### src/trmx_pkg.sv
// Shared types and constants for the toy register machine execute block.
// Used by trmx_regfile, trmx_alu and toy_register_machine_execute_top.
// No dependencies.
package trmx_pkg;

    // Machine geometry
    localparam int unsigned NUM_REGS      = 7;
    localparam int unsigned WORD_W        = 32;
    localparam int unsigned IDX_W         = 3;
    localparam int unsigned TARGET_W      = 10;
    localparam int unsigned PROGRAM_DEPTH = 1024;

    // Register indices; index seven names no register
    localparam logic [IDX_W-1:0] REG_AH   = 3'd0;
    localparam logic [IDX_W-1:0] REG_AL   = 3'd1;
    localparam logic [IDX_W-1:0] REG_BH   = 3'd2;
    localparam logic [IDX_W-1:0] REG_BL   = 3'd3;
    localparam logic [IDX_W-1:0] REG_DH   = 3'd4;
    localparam logic [IDX_W-1:0] REG_DL   = 3'd5;
    localparam logic [IDX_W-1:0] REG_CX   = 3'd6;
    localparam logic [IDX_W-1:0] REG_NONE = 3'd7;

    // int21 service codes held in ah
    localparam logic [WORD_W-1:0] SVC_READ_CHAR  = 32'd1;
    localparam logic [WORD_W-1:0] SVC_PRINT_CHAR = 32'd2;
    localparam logic [WORD_W-1:0] SVC_PRINT_DEC  = 32'd3;

    typedef enum logic [4:0] {
        OP_MOV   = 5'd0,
        OP_ADD   = 5'd1,
        OP_SUB   = 5'd2,
        OP_ANL   = 5'd3,
        OP_ORL   = 5'd4,
        OP_INC   = 5'd5,
        OP_DEC   = 5'd6,
        OP_XCH   = 5'd7,
        OP_CLR   = 5'd8,
        OP_JMP   = 5'd9,
        OP_JG    = 5'd10,
        OP_JL    = 5'd11,
        OP_JE    = 5'd12,
        OP_JNE   = 5'd13,
        OP_JZ    = 5'd14,
        OP_JNZ   = 5'd15,
        OP_LOOP  = 5'd16,
        OP_INT21 = 5'd17,
        OP_INT20 = 5'd18
    } t_opcode;

    typedef enum logic [1:0] {
        PRINT_NONE = 2'd0,
        PRINT_CHAR = 2'd1,
        PRINT_DEC  = 2'd2
    } t_print_kind;

    typedef logic [NUM_REGS-1:0][WORD_W-1:0] t_regs;

    // One decoded instruction
    typedef struct packed {
        logic [4:0]          opcode;
        logic [IDX_W-1:0]    dest_index;
        logic [IDX_W-1:0]    source_index;
        logic                source_is_immediate;
        logic [7:0]          immediate_value;
        logic [TARGET_W-1:0] branch_target;
        logic [7:0]          console_char;
    } t_item;

    // One result
    typedef struct packed {
        logic                branch_taken;
        logic [TARGET_W-1:0] next_index;
        logic [1:0]          print_kind;
        logic [WORD_W-1:0]   print_value;
        logic                halt;
    } t_result;

    // Register file write port
    typedef struct packed {
        logic              en;
        logic [IDX_W-1:0]  idx;
        logic [WORD_W-1:0] data;
    } t_wr_port;

endpackage

### src/trmx_regfile.sv
// Seven 32-bit architectural registers with two write ports.
// Depends on trmx_pkg.
module trmx_regfile (
    input  logic               i_clk,
    input  logic               i_rst_n,
    input  trmx_pkg::t_wr_port i_wr_a,
    input  trmx_pkg::t_wr_port i_wr_b,
    output trmx_pkg::t_regs    o_regs
);
    import trmx_pkg::*;

    t_regs r_regs;

    // Port b wins when both ports hit the same register
    always_ff @(posedge i_clk) begin
        if (!i_rst_n) begin
            r_regs <= '0;
        end else begin
            for (int i = 0; i < NUM_REGS; i++) begin
                if (i_wr_b.en && i_wr_b.idx == IDX_W'(i)) begin
                    r_regs[i] <= i_wr_b.data;
                end else if (i_wr_a.en && i_wr_a.idx == IDX_W'(i)) begin
                    r_regs[i] <= i_wr_a.data;
                end
            end
        end
    end

    assign o_regs = r_regs;

endmodule

### src/trmx_alu.sv
// Single-pass execute logic: operand select, ALU, branch and console decode.
// Depends on trmx_pkg.
module trmx_alu (
    input  trmx_pkg::t_item    i_item,
    input  trmx_pkg::t_regs    i_regs,
    output trmx_pkg::t_result  o_result,
    output trmx_pkg::t_wr_port o_wr_a,
    output trmx_pkg::t_wr_port o_wr_b
);
    import trmx_pkg::*;

    logic [WORD_W-1:0]   a_val;
    logic [WORD_W-1:0]   s_val;
    logic [WORD_W-1:0]   b_val;
    logic [WORD_W-1:0]   cx_dec;
    logic [16:0]         target_ext;
    logic [TARGET_W-1:0] target_clamped;
    logic                take;

    // Operand read; the unused index reads as all ones
    always_comb begin
        a_val = (i_item.dest_index == REG_NONE) ? '1 : i_regs[i_item.dest_index];
        s_val = (i_item.source_index == REG_NONE) ? '1 : i_regs[i_item.source_index];
        b_val = i_item.source_is_immediate ? WORD_W'(i_item.immediate_value) : s_val;
    end

    assign cx_dec = i_regs[REG_CX] - WORD_W'(1);

    // Branch target saturates at the end of program memory
    always_comb begin
        target_ext = 17'(i_item.branch_target);
        if (target_ext >= 17'(PROGRAM_DEPTH)) begin
            target_clamped = TARGET_W'(PROGRAM_DEPTH - 1);
        end else begin
            target_clamped = i_item.branch_target;
        end
    end

    // Main decode
    always_comb begin
        o_wr_a          = '0;
        o_wr_b          = '0;
        o_wr_a.idx      = i_item.dest_index;
        take            = 1'b0;
        o_result        = '0;
        unique case (i_item.opcode)
            OP_MOV: begin
                o_wr_a.en   = 1'b1;
                o_wr_a.data = b_val;
            end
            OP_ADD: begin
                o_wr_a.en   = 1'b1;
                o_wr_a.data = a_val + b_val;
            end
            OP_SUB: begin
                o_wr_a.en   = 1'b1;
                o_wr_a.data = a_val - b_val;
            end
            OP_ANL: begin
                o_wr_a.en   = 1'b1;
                o_wr_a.data = WORD_W'((a_val != '0) && (b_val != '0));
            end
            OP_ORL: begin
                o_wr_a.en   = 1'b1;
                o_wr_a.data = WORD_W'((a_val != '0) || (b_val != '0));
            end
            OP_INC: begin
                o_wr_a.en   = 1'b1;
                o_wr_a.data = a_val + WORD_W'(1);
            end
            OP_DEC: begin
                o_wr_a.en   = 1'b1;
                o_wr_a.data = a_val - WORD_W'(1);
            end
            OP_XCH: begin
                // dest gets source, source gets dest; same index leaves it as is
                o_wr_a.en   = 1'b1;
                o_wr_a.data = s_val;
                o_wr_b.en   = 1'b1;
                o_wr_b.idx  = i_item.source_index;
                o_wr_b.data = a_val;
            end
            OP_CLR: begin
                o_wr_a.en   = 1'b1;
                o_wr_a.data = '0;
            end
            OP_JMP:  take = 1'b1;
            OP_JG:   take = $signed(i_regs[REG_BH]) > $signed(i_regs[REG_DH]);
            OP_JL:   take = $signed(i_regs[REG_BH]) < $signed(i_regs[REG_DH]);
            OP_JE:   take = i_regs[REG_BH] == i_regs[REG_DH];
            OP_JNE:  take = i_regs[REG_BH] != i_regs[REG_DH];
            OP_JZ:   take = i_regs[REG_BH] == '0;
            OP_JNZ:  take = i_regs[REG_BH] != '0;
            OP_LOOP: begin
                o_wr_a.en   = 1'b1;
                o_wr_a.idx  = REG_CX;
                o_wr_a.data = cx_dec;
                take        = !cx_dec[WORD_W-1] && (cx_dec != '0);
            end
            OP_INT21: begin
                priority if (i_regs[REG_AH] == SVC_READ_CHAR) begin
                    o_wr_a.en   = 1'b1;
                    o_wr_a.idx  = REG_AL;
                    o_wr_a.data = WORD_W'(i_item.console_char);
                end else if (i_regs[REG_AH] == SVC_PRINT_CHAR) begin
                    o_result.print_kind  = PRINT_CHAR;
                    o_result.print_value = i_regs[REG_DL];
                end else if (i_regs[REG_AH] == SVC_PRINT_DEC) begin
                    o_result.print_kind  = PRINT_DEC;
                    o_result.print_value = i_regs[REG_DL];
                end else begin
                    o_result.print_kind  = PRINT_NONE;
                end
            end
            OP_INT20: o_result.halt = 1'b1;
            default: begin
                // unused opcodes do nothing
            end
        endcase
        o_result.branch_taken = take;
        o_result.next_index   = take ? target_clamped : '0;
    end

endmodule

### src/toy_register_machine_execute_top.sv
// Toy register machine execute block, top level.
// Input item register, execute logic with register file, result register.
// Depends on trmx_pkg, trmx_regfile and trmx_alu.
//
// Usage:
//   Input channel: one decoded instruction per transfer on i_in_valid /
//   o_in_stall with fields i_opcode .. i_console_char. Output channel: one
//   result per instruction on o_out_valid / i_out_stall with fields
//   o_branch_taken .. o_halt.
//   An instruction in the input register is executed and its result
//   loaded into the result register, raising o_out_valid. Throughput:
//   one instruction per cycle unless i_out_stall holds a result; the
//   register file is read, updated and written back between the input
//   and result registers in one pass: dependent ones follow back to back.
//   Stall: while i_out_stall holds a result, the input register keeps its
//   instruction and o_in_stall goes high once it is full; the register
//   file only changes when an instruction moves into the result register.
//   Reset (i_rst_n low, synchronous): both pipeline registers are emptied
//   and all seven registers are cleared to zero.
module toy_register_machine_execute_top (
    input  logic                                i_clk,
    input  logic                                i_rst_n,
    // Instruction channel
    input  logic                                i_in_valid,
    output logic                                o_in_stall,
    input  logic [4:0]                          i_opcode,
    input  logic [trmx_pkg::IDX_W-1:0]          i_dest_index,
    input  logic [trmx_pkg::IDX_W-1:0]          i_source_index,
    input  logic                                i_source_is_immediate,
    input  logic [7:0]                          i_immediate_value,
    input  logic [trmx_pkg::TARGET_W-1:0]       i_branch_target,
    input  logic [7:0]                          i_console_char,
    // Result channel
    output logic                                o_out_valid,
    input  logic                                i_out_stall,
    output logic                                o_branch_taken,
    output logic [trmx_pkg::TARGET_W-1:0]       o_next_index,
    output logic [1:0]                          o_print_kind,
    output logic signed [trmx_pkg::WORD_W-1:0]  o_print_value,
    output logic                                o_halt
);
    import trmx_pkg::*;

    logic     r_in_valid;
    t_item    r_item;
    logic     r_out_valid;
    t_result  r_result;

    logic     exec_go;
    logic     in_load;
    t_regs    regs;
    t_result  exec_result;
    t_wr_port wr_a;
    t_wr_port wr_a_gated;
    t_wr_port wr_b;
    t_wr_port wr_b_gated;

    // Handshake control
    assign exec_go    = r_in_valid && (!r_out_valid || !i_out_stall);
    assign in_load    = !r_in_valid || exec_go;
    assign o_in_stall = r_in_valid && !exec_go;

    // Input register
    always_ff @(posedge i_clk) begin
        if (!i_rst_n) begin
            r_in_valid <= 1'b0;
        end else if (in_load) begin
            r_in_valid <= i_in_valid;
        end
    end

    always_ff @(posedge i_clk) begin
        if (in_load && i_in_valid) begin
            r_item.opcode              <= i_opcode;
            r_item.dest_index          <= i_dest_index;
            r_item.source_index        <= i_source_index;
            r_item.source_is_immediate <= i_source_is_immediate;
            r_item.immediate_value     <= i_immediate_value;
            r_item.branch_target       <= i_branch_target;
            r_item.console_char        <= i_console_char;
        end
    end

    // Execute
    trmx_alu u_alu (
        .i_item   (r_item),
        .i_regs   (regs),
        .o_result (exec_result),
        .o_wr_a   (wr_a),
        .o_wr_b   (wr_b)
    );

    // Writes commit only when the instruction moves on
    always_comb begin
        wr_a_gated    = wr_a;
        wr_a_gated.en = wr_a.en && exec_go;
        wr_b_gated    = wr_b;
        wr_b_gated.en = wr_b.en && exec_go;
    end

    trmx_regfile u_regfile (
        .i_clk   (i_clk),
        .i_rst_n (i_rst_n),
        .i_wr_a  (wr_a_gated),
        .i_wr_b  (wr_b_gated),
        .o_regs  (regs)
    );

    // Result register
    always_ff @(posedge i_clk) begin
        if (!i_rst_n) begin
            r_out_valid <= 1'b0;
        end else if (exec_go) begin
            r_out_valid <= 1'b1;
        end else if (!i_out_stall) begin
            r_out_valid <= 1'b0;
        end
    end

    always_ff @(posedge i_clk) begin
        if (exec_go) begin
            r_result <= exec_result;
        end
    end

    assign o_out_valid    = r_out_valid;
    assign o_branch_taken = r_result.branch_taken;
    assign o_next_index   = r_result.next_index;
    assign o_print_kind   = r_result.print_kind;
    assign o_print_value  = $signed(r_result.print_value);
    assign o_halt         = r_result.halt;

endmodule
### config.mk
export PLATFORM = sky130hd
export DESIGN_NAME = toy_register_machine_execute_top
export DESIGN_NICKNAME = d
export VERILOG_FILES = /design/src/trmx_pkg.sv /design/src/trmx_regfile.sv /design/src/trmx_alu.sv /design/src/toy_register_machine_execute_top.sv
export SDC_FILE = /design/constraint.sdc
export NUM_CORES = 1
export LEC_CHECK = 0
export ABC_CLOCK_PERIOD_IN_PS = 6500
export BUFFER_PORTS_ARGS = -buffer_cell sky130_fd_sc_hd__buf_2
export CAP_MARGIN = 30
export CORE_UTILIZATION = 48
export DETAILED_ROUTE_END_ITERATION = 8
export HOLD_SLACK_MARGIN = 0.12
export MAX_ROUTING_LAYER = met4
export PLACE_DENSITY = 0.63
export SYNTH_ARGS = -nofsm -noshare
export SYNTH_HDL_FRONTEND = slang
export SYNTH_SLANG_ARGS = --single-unit
### constraint.sdc
create_clock -name i_clk -period 6.5 [get_ports i_clk]
set_clock_uncertainty 0.2 [all_clocks]
set_input_delay 0.325 -clock i_clk [delete_from_list [all_inputs] [get_ports i_clk]]
set_output_delay 0.325 -clock i_clk [all_outputs]
set_load 0.005 [all_outputs]
After elaboration in Yosys (flattened, before gate mapping)
Cells that the tools add are included.
Widths: inputs -> output; s select.
Operators by class
  add/sub/neg operators: 5
  $lt $le $gt $ge: 4
  bitwise logic cells: 1
  equal/unequal tests: 38
  reductions and logical operators: 47
  muxes and demuxes: 33
Operator list (number)
  $mux 32: 20
  $pmux 32 s10: 1
  $bmux 32 s3: 2
  $reduce_bool 32->1: 4
  $mux 36: 2
  $eq 32x2->1 const B: 2
  $sub 32x1->32 const B: 2
  $eq 5x4->1 const B: 8
  $mux 33: 1
  $add 32x1->32 const B: 1
  $add 32x32->32: 1
  $eq 32x1->1 const B: 1
  $eq 32x32->1: 1
  $gt 32x32->1: 1
  $logic_not 32->1: 1
  $lt 32x32->1: 1
  $ne 32x32->1: 1
  $sub 32x32->32: 1
  $eq 3x3->1 const B: 8
  $logic_and 1x1->1: 21
  $eq 5x3->1 const B: 4
  $eq 5x5->1 const B: 3
  $reduce_bool 2->1: 7
  $eq 3x2->1 const B: 4
  other kinds (18): 30
Word-level totals
  logic and storage cells: 150
  flip-flop bits (word level): 310
  bits of input ports: 42
  output and inout port bits: 48

Longest topological paths before layout
Gate-level depths: netlist of run 1.
  depth after elaboration: 9
  mapped depth: 28

Hierarchy
From an unflattened synthesis of run 1, not the netlist that was laid out.
Unflattened totals
  cells, all modules: 2800
  area, all modules: 22019.9 µm²
Modules (own cells, without submodules)
  trmx_alu: cells an instance 1436, area each 9905.8 µm², seq. area each 0.0 µm², times used 1
  trmx_regfile: cells an instance 1269, area each 9492.9 µm², seq. area each 4484.3 µm², times used 1
  toy_register_machine_execute_top: cells an instance 95, area each 2621.3 µm², seq. area each 2562.5 µm², times used 1

Worst setup path before layout of run 1
Ideal clock, no wire load.
  path kind: reg2reg
  start point: register r_item[28] in the netlist's numbering
  end point: register u_regfile.r_regs, in the netlist u_regfile.o_regs[122]
  stages on the path, launching flop included: 25
  buffers on the path: 5
  data required time: 6185 ps
  setup slack: 815 ps
  setup time: 115 ps
  arrival time: 5370 ps
  clock period less this slack: 5685 ps
  path through: edfxtp_1 -> buf_4 -> buf_6 -> buf_4 -> buf_2 -> buf_2 -> mux2i_1 -> a22oi_1 -> a21o_1 -> nand2_1 -> ha_1 -> o221a_2 -> nand3_1 -> or3_1 -> xnor2_1 -> o22ai_1 -> ha_1 -> and3_1 -> and2_1 -> and3_1 -> or4_1 -> a311o_1 -> a211oi_1 -> a211oi_1 -> o21a_1
Between the ends
  word-level cells in the longest chain between the ends: 8
  elaborated cells on any way between the ends: 14
  classes of those cells: 2 x add/sub; 2 x eq/ne; 8 x mux; 2 x reduce/logical
RTL lines
  start: declaration: line toy_register_machine_execute_top.sv:45  | t_item r_item;
  $bmux 32 s3: line trmx_alu.sv:23  | s_val = (i_item.source_index == REG_NONE) ? '1 : i_regs[i_item.source_index];
  $mux 32 (implied by the code): line trmx_alu.sv:23
  $mux 32: line trmx_alu.sv:23
  $mux 32: line trmx_alu.sv:24  | b_val = i_item.source_is_immediate ? WORD_W'(i_item.immediate_value) : s_val;
  $sub 32x32->32 or $add 32x32->32 (tied branches): line trmx_alu.sv:57, trmx_alu.sv:53
  $pmux 32 s10: line trmx_alu.sv:46  | unique case (i_item.opcode)
  $mux 32: line trmx_regfile.sv:22  | end else if (i_wr_a.en && i_wr_a.idx == IDX_W'(i)) begin
  $mux 32: line trmx_regfile.sv:20  | if (i_wr_b.en && i_wr_b.idx == IDX_W'(i)) begin
  end signal: indexed assignment: line trmx_regfile.sv:21  | r_regs[i] <= i_wr_b.data;
  end signal: indexed assignment: line trmx_regfile.sv:23  | r_regs[i] <= i_wr_a.data;
  end: declaration: line trmx_regfile.sv:12  | t_regs r_regs;
Several ways; a longest one is shown, not always the timed one. The select of a mux whose other input is x is not followed.
A chain may end at the register's enable or synchronous reset.

Final worst setup path of run 1
Ends and elaborated chain as after synthesis.

==> flow_metrics.tcl, run 1 <==
set metrics [dict create \
    final_antenna_net_count 0 \
    vdd_drop_max_mv 0.221 \
    synthCells 2845 \
    antenna_found_initial 2 \
    synth_mux_area_share_pct 9.57 \
    worstHoldPathType "in -> reg" \
    fin_nets 3056 \
    path_delay_family "compound AO/OA/AOI/OAI gates" \
    synth_xor_area_share_pct 2.91 \
    crit_chain "buf_12, mux2i_1, a22oi_1, a21o_1, a222oi_1, buf_4, nand3_1, nor3_1, xnor2_1, o21ai_0, ha_1, a211oi_2, nand2_1, a21o_1, and3_1, or4_1, a311o_1, a211oi_1, buf_4, a211oi_1, o21a_1" \
    vias 24800 \
    overflow 0 \
    grt_pass1_wl_mm 156 \
    finalSetupViolations 0 \
    slew_viol_final 0 \
    synth_edf_count 84 \
    drive_gt1_share_pct 14.2 \
    postSynth.asyncResetShare_pct 0 \
    yosysUniqueCellTypes 83 \
    max_stage_delay_ps 520 \
    synth-compound-area-share_pct 26.4 \
    synth_top_family_by_area "compound AO/OA/AOI/OAI gates" \
    core_area_um2 45800 \
    power_density_nw_per_um2 203 \
    yosys.area_share.adder_pct 3.77 \
    path_max_fanout 33 \
    cp_slowest_cell "or4_1" \
    dp_hpwl_mm 81.1 \
    rsz0062_at_grt "no" \
    htreeDepth 2 \
    initial_utilization_pct 49.1 \
    netlist_area_um2 22500 \
    cp.arrival_ps 6540 \
    yosys_warnings 0 \
    rows 78 \
    totalPowerFinal_mw 5.25 \
    gp_congestion 1.07 \
    drt_pass1_iterations 9 \
    p_leak_nw 10.1 \
    drt-wirelength-per-cell_um 30.6 \
    post_drt_via_cell_ratio 6.94 \
    crit_required_ps 6780 \
    synthSimpleGateAreaFrac_pct 20.6 \
    die_h_um 218 \
    die_area_um2 47600 \
    port_buffers 89 \
    avgSynthCellArea_um2 7.89 \
    clk_latency_ps 590 \
    relSlewSlack_pct 19.6 \
    setup_tns_ps 0 \
    tightest_slew_ps 1200 \
    ioPinCount 90 \
    max_freq_mhz 160 \
    cts.sinks 310 \
    syn_to_final_growth_pct 15.3 \
    critical_path_class "reg -> reg" \
    crit_buf_inv 3 \
    drv_cap 0 \
    ys_seq_area_share_pct 31.4 \
    syn_nets 2954 \
    dr.first_iter.drc_count 4134 \
    finalCriticalPeriod_ps 6260 \
    root_buffer "clkbuf_16" \
    status "finished, final reports clean" \
    cts_tree "yes" \
    drc 0 \
    cts.path.max_buffers 3 \
    wl_mm 110 \
    synth_seq_cells 310 \
    grt_pass1_vias 22600 \
    grtUsageTotal_pct 46.3 \
    start_kind "register" \
    clkTransAtPathRegs_ps 60 \
    die_w_um 218 \
    hold_viol 0 \
    synth_top_flop_cell "dfxtp_1" \
    grt_start_max_net_pins 80 \
    cts_buffers 37 \
    cp-end-kind "register" \
    period_share_pct 96.4 \
]
## layout by cell type (no fill, tap or decap), types with 45 or more instances in the layout
cell	n
ha_1	66
and3_1	45
mux2_2	47
a21o_1	47
mux2i_1	109
xnor2_1	47
nand3_1	47
nor2_1	458
o221ai_1	55
edfxtp_1	84
o21a_1	77
inv_1	72
buf_2	89
a21oi_1	238
dfxtp_1	226
o21ai_0	147
buf_4	150
nand2_1	204
a211oi_1	57
## through the flow
stage	instance area, µm²	instances	util [%]	setup WS [ps]	hold WS, ps
final	25900	3576	56.6	237	245
after global routing	25900	3576	56.6	2.05	255
after CTS	25800	3571	56.3	23.5	240
after detailed placement	24100	3463	52.6	-64.2	288
after global placement	24000	3458	52.4	30.8	274
after floorplan	22500	2845	-	815	224
## per-layer routing
metal | part of all wire [%] | track usage (%) | vias to the layer above
met3 | 15 | 15.9 | 366
met2 | 40 | 62.7 | 1902
li1 | - | - | 10700
met5 | 0 | - | -
met4 | 5.0 | 20.3 | 0
met1 | 40 | 61.7 | 11900
## final timing paths
| path | from | end | slack, ps | depth (start not counted) |
|---|---|---|---|---|
| hold reg to reg | r_in_valid | o_out_valid | 310 | 2 |
| hold / removal | i_dest_index[2] | r_item[32] | 250 | 2 |
| setup reg to reg | r_item[28] | u_regfile.o_regs[122] | 240 | 21 |
| setup / recovery | r_item[28] | u_regfile.o_regs[122] | 240 | 21 |
## cells in the mapped netlist, types with 12 or more instances
master	n	share of area, %
and3_1	45	1.3
nor4_1	36	1.0
or3_1	15	0.42
inv_1	74	1.2
xnor2_1	47	1.8
a221oi_1	16	0.62
a211oi_1	58	1.9
o21a_1	77	2.6
clkbuf_1	190	3.2
and2_1	16	0.45
buf_2	22	0.49
ha_1	66	3.7
a21o_1	47	1.6
o32ai_1	17	0.66
mux2i_1	110	4.9
a21oi_1	238	5.3
nand4_1	36	1.0
o2bb2ai_1	26	1.0
mux4_2	21	2.1
nand2_1	204	3.4
a2bb2oi_1	12	0.47
o21ai_0	148	3.3
a21boi_0	12	0.40
o211ai_1	22	0.74
or2_2	14	0.39
nor2b_1	12	0.33
o22a_1	13	0.51
or4_1	13	0.43
edfxtp_1	84	11
nand2b_1	30	0.84
xor2_1	25	0.98
o22ai_1	33	0.92
a22oi_1	16	0.54
nor3_1	52	1.2
nor2_1	464	7.8
o221ai_1	55	2.1
nand3_1	48	1.1
mux2_2	47	2.4
dfxtp_1	226	20
a31oi_1	20	0.56
## registers in the layout, summed over array words and instances (netlist names)
| name | flops |
|---|---|
| u_regfile.o_regs | 224 |
| o_branch_taken | 1 |
| o_out_valid | 1 |
| o_halt | 1 |
| r_in_valid | 1 |
| o_print_kind | 2 |
| r_item | 38 |
| o_print_value | 32 |
| o_next_index | 10 |
## power breakdown
| group | internal, mW | total (mW) | switching, mW |
|---|---|---|---|
| registers | 2.02 | 2.06 | 0.0360 |
| clock network | 1.35 | 2.28 | 0.928 |
| logic | 0.315 | 0.912 | 0.597 |
## logic make-up (layout without fill, tap and decap cells)
family,Yosys count,after routing
AND/OR/NAND/NOR,1015,1015
multiplexers,182,182
adder cells (fa/ha/maj),67,67
buffers and inverters,305,434
flip-flops,310,310
AO/OA/AOI/OAI,893,893
other,0,2
XOR/XNOR,73,73
## final cells by class
class                      count  area [µm²]
clock inverter                 8         149
sequential                   310        7050
antenna                        2        5.00
inverter                      76         287
timing repair buffer         292        2180
clock buffer                  58        1160
fill                        4308       19900
multi-input combinational   2230       14300
tap                          600         751
## repair_timing
action                                 4_1_cts  5_1_grt
gates cloned                                 0        1
setup endpoints to repair                    7       70
resized for setup                            1       13
endpoints found under the hold margin       82        0
setup buffers                                0        1
hold buffers                                42        0
Power figures use the tool's default switching activity.
==> run 2, diff against run 1 <==
--- a/config.mk
+++ b/config.mk
@@ -5,7 +5,7 @@
 export SDC_FILE = /design/constraint.sdc
 export NUM_CORES = 1
 export LEC_CHECK = 0
-export ABC_CLOCK_PERIOD_IN_PS = 6500
+export ABC_CLOCK_PERIOD_IN_PS = 6950
 export BUFFER_PORTS_ARGS = -buffer_cell sky130_fd_sc_hd__buf_2
 export CAP_MARGIN = 30
 export CORE_UTILIZATION = 48
==> constraint.sdc (replaced) <==
create_clock -name i_clk -period 6.95 [get_ports i_clk]
set_clock_uncertainty 0.2 [all_clocks]
set_input_delay 0.3475 -clock i_clk [delete_from_list [all_inputs] [get_ports i_clk]]
set_output_delay 0.3475 -clock i_clk [all_outputs]
set_load 0.005 [all_outputs]
==> flow_metrics.tcl, run 2 (synthesis results as in run 1) <==
set metrics [dict create \
    status "finished, final reports clean" \
    drt_pass1_iterations 7 \
    cp-end-kind "register" \
    cts.sinks 310 \
    cp_slowest_cell "or4b_2" \
    port_buffers 89 \
    drv_cap 0 \
    drc 0 \
    drive_gt1_share_pct 12.8 \
    power_density_nw_per_um2 192 \
    rows 78 \
    grtUsageTotal_pct 45.8 \
    dr.first_iter.drc_count 3714 \
    relSlewSlack_pct 15.8 \
    cts_tree "yes" \
    slew_viol_final 0 \
    core_area_um2 45800 \
    vias 24300 \
    tightest_slew_ps 1260 \
    max_stage_delay_ps 740 \
    most-common-layout-cells "nor2_1, a21oi_1, dfxtp_1" \
    wl_met2_mm 44.7 \
    fin_hold_ws_ps 276 \
    max_freq_mhz 148 \
    p_leak_nw 9.79 \
    antenna_found_initial 3 \
    clk_latency_ps 620 \
    final_common_cell "nor2_1" \
    finalSetupViolations 0 \
    final_cells 3531 \
    finalCriticalPeriod_ps 6780 \
    clkTransAtPathRegs_ps 60 \
    pre_cts_ws_ps -25.1 \
    hold_viol 0 \
    die_h_um 218 \
    fin_area_um2 25500 \
    wl_met3_mm 15.5 \
    post_drt_via_cell_ratio 6.88 \
    crit_chain "buf_12, nand2b_1, buf_4, o22a_1, a41oi_1, or4b_2, nor4b_4, nand2_1, nor3_1, xnor2_1, o21ai_0, ha_1, a21oi_1, o21bai_1, a21o_1, a21o_1, a21o_1, a211o_1, a21oi_1, mux2i_1, a21oi_1, buf_4, o221ai_1" \
    period_share_pct 97.5 \
    grt_pass1_wl_mm 153 \
    critical_path_class "reg -> reg" \
    drt-met1-wl_mm 43.3 \
    drt-wirelength-per-cell_um 30.7 \
    place_inst 3414 \
    syn_to_final_growth_pct 13.5 \
    wl_mm 108 \
    largest_reg_flops 224 \
    gp_congestion 1.07 \
    dpl-instance-area_um2 23700 \
    start_kind "register" \
    worstHoldPathType "in -> reg" \
    path_max_fanout 33 \
    rsz0062_at_grt "no" \
    highest_layer "met4" \
    path_delay_family "compound AO/OA/AOI/OAI gates" \
    crit_buf_inv 3 \
    root_buffer "clkbuf_16" \
    cp.arrival_ps 7060 \
    grt_start_max_net_pins 53 \
    totalPowerFinal_mw 4.91 \
    fin_nets 3007 \
    overflow 0 \
    cts_buffers 38 \
    htreeDepth 2 \
    dp_hpwl_mm 80.0 \
    cts.path.max_buffers 3 \
    initial_utilization_pct 49.1 \
    die_w_um 218 \
    setup_slack_ps 173 \
    ioPinCount 90 \
    crit_required_ps 7230 \
    die_area_um2 47600 \
    vdd_drop_max_mv 0.201 \
    grt_pass1_vias 22100 \
    final_antenna_net_count 0 \
]
[run 2: cell count changes in the layout (fill, tap and decap cells not counted), sizes merged]
cell	before	now
bufinv	3	5
buf	247	200
diode	2	4
inv	75	74
clkbuf	61	50
clkinv	6	16
[run 2: path summary, 6_finish.rpt]
kind                                          from  cells after the start                   end  slack (ps)
worst max-delay path                    r_item[27]                     23  u_regfile.o_regs[94]         170
worst min-delay path            i_branch_target[3]                      2            r_item[11]         280
worst max register to register          r_item[27]                     23  u_regfile.o_regs[94]         170
worst min register to register          r_in_valid                      2           o_out_valid         320
[run 2: repair_timing]
item / 4_1_cts / 5_1_grt
hold buffers: 42 / 0
setup buffers: 0 / 0
gates resized for setup: 1 / 6
endpoints found under the hold margin: 61 / 0
endpoints found under the setup margin: 5 / 8
[run 2: per-stage QoR]
step | setup TNS, ps | util, %
6_report | 0 | 55.7
4_1_cts | 0 | 55.6
5_1_grt | 0 | 55.7
2_1_floorplan | 0 | -
3_3_place_gp | 0 | 51.7
3_5_place_dp | -56.2 | 51.7
[run 2: cell type report]
cell class	instances	area, µm²
antenna	4	10.0
clock buffer	50	1050
clock inverter	19	280
fill	4258	20300
inverter	76	287
multi-input combinational	2230	14300
sequential	310	7050
tap	600	751
timing repair buffer	242	1770
[run 2: worst reg2reg max path, stage by stage, from the launching register on]
cell	delay, ps
edfxtp_1	420
buf_12	200
nand2b_1	730
buf_4	280
o22a_1	170
a41oi_1	190
or4b_2	740
nor4b_4	430
nand2_1	150
nor3_1	210
xnor2_1	150
o21ai_0	120
ha_1	390
a21oi_1	310
o21bai_1	100
a21o_1	180
a21o_1	170
a21o_1	170
a211o_1	290
a21oi_1	190
mux2i_1	110
a21oi_1	380
buf_4	250
o221ai_1	140
[run 2: report_power, final]
group | switching, mW | internal (mW)
Clock | 0.897 | 1.26
Combinational | 0.546 | 0.274
Sequential | 0.0348 | 1.89
Total | 1.48 | 3.43
[run 2: metal layers]
metal / track usage [%] / vias up
li1: - / 10600
met1: 60.0 / 11700
met5: - / -
met3: 15.3 / 299
met2: 63.8 / 1691
met4: 19.2 / 0
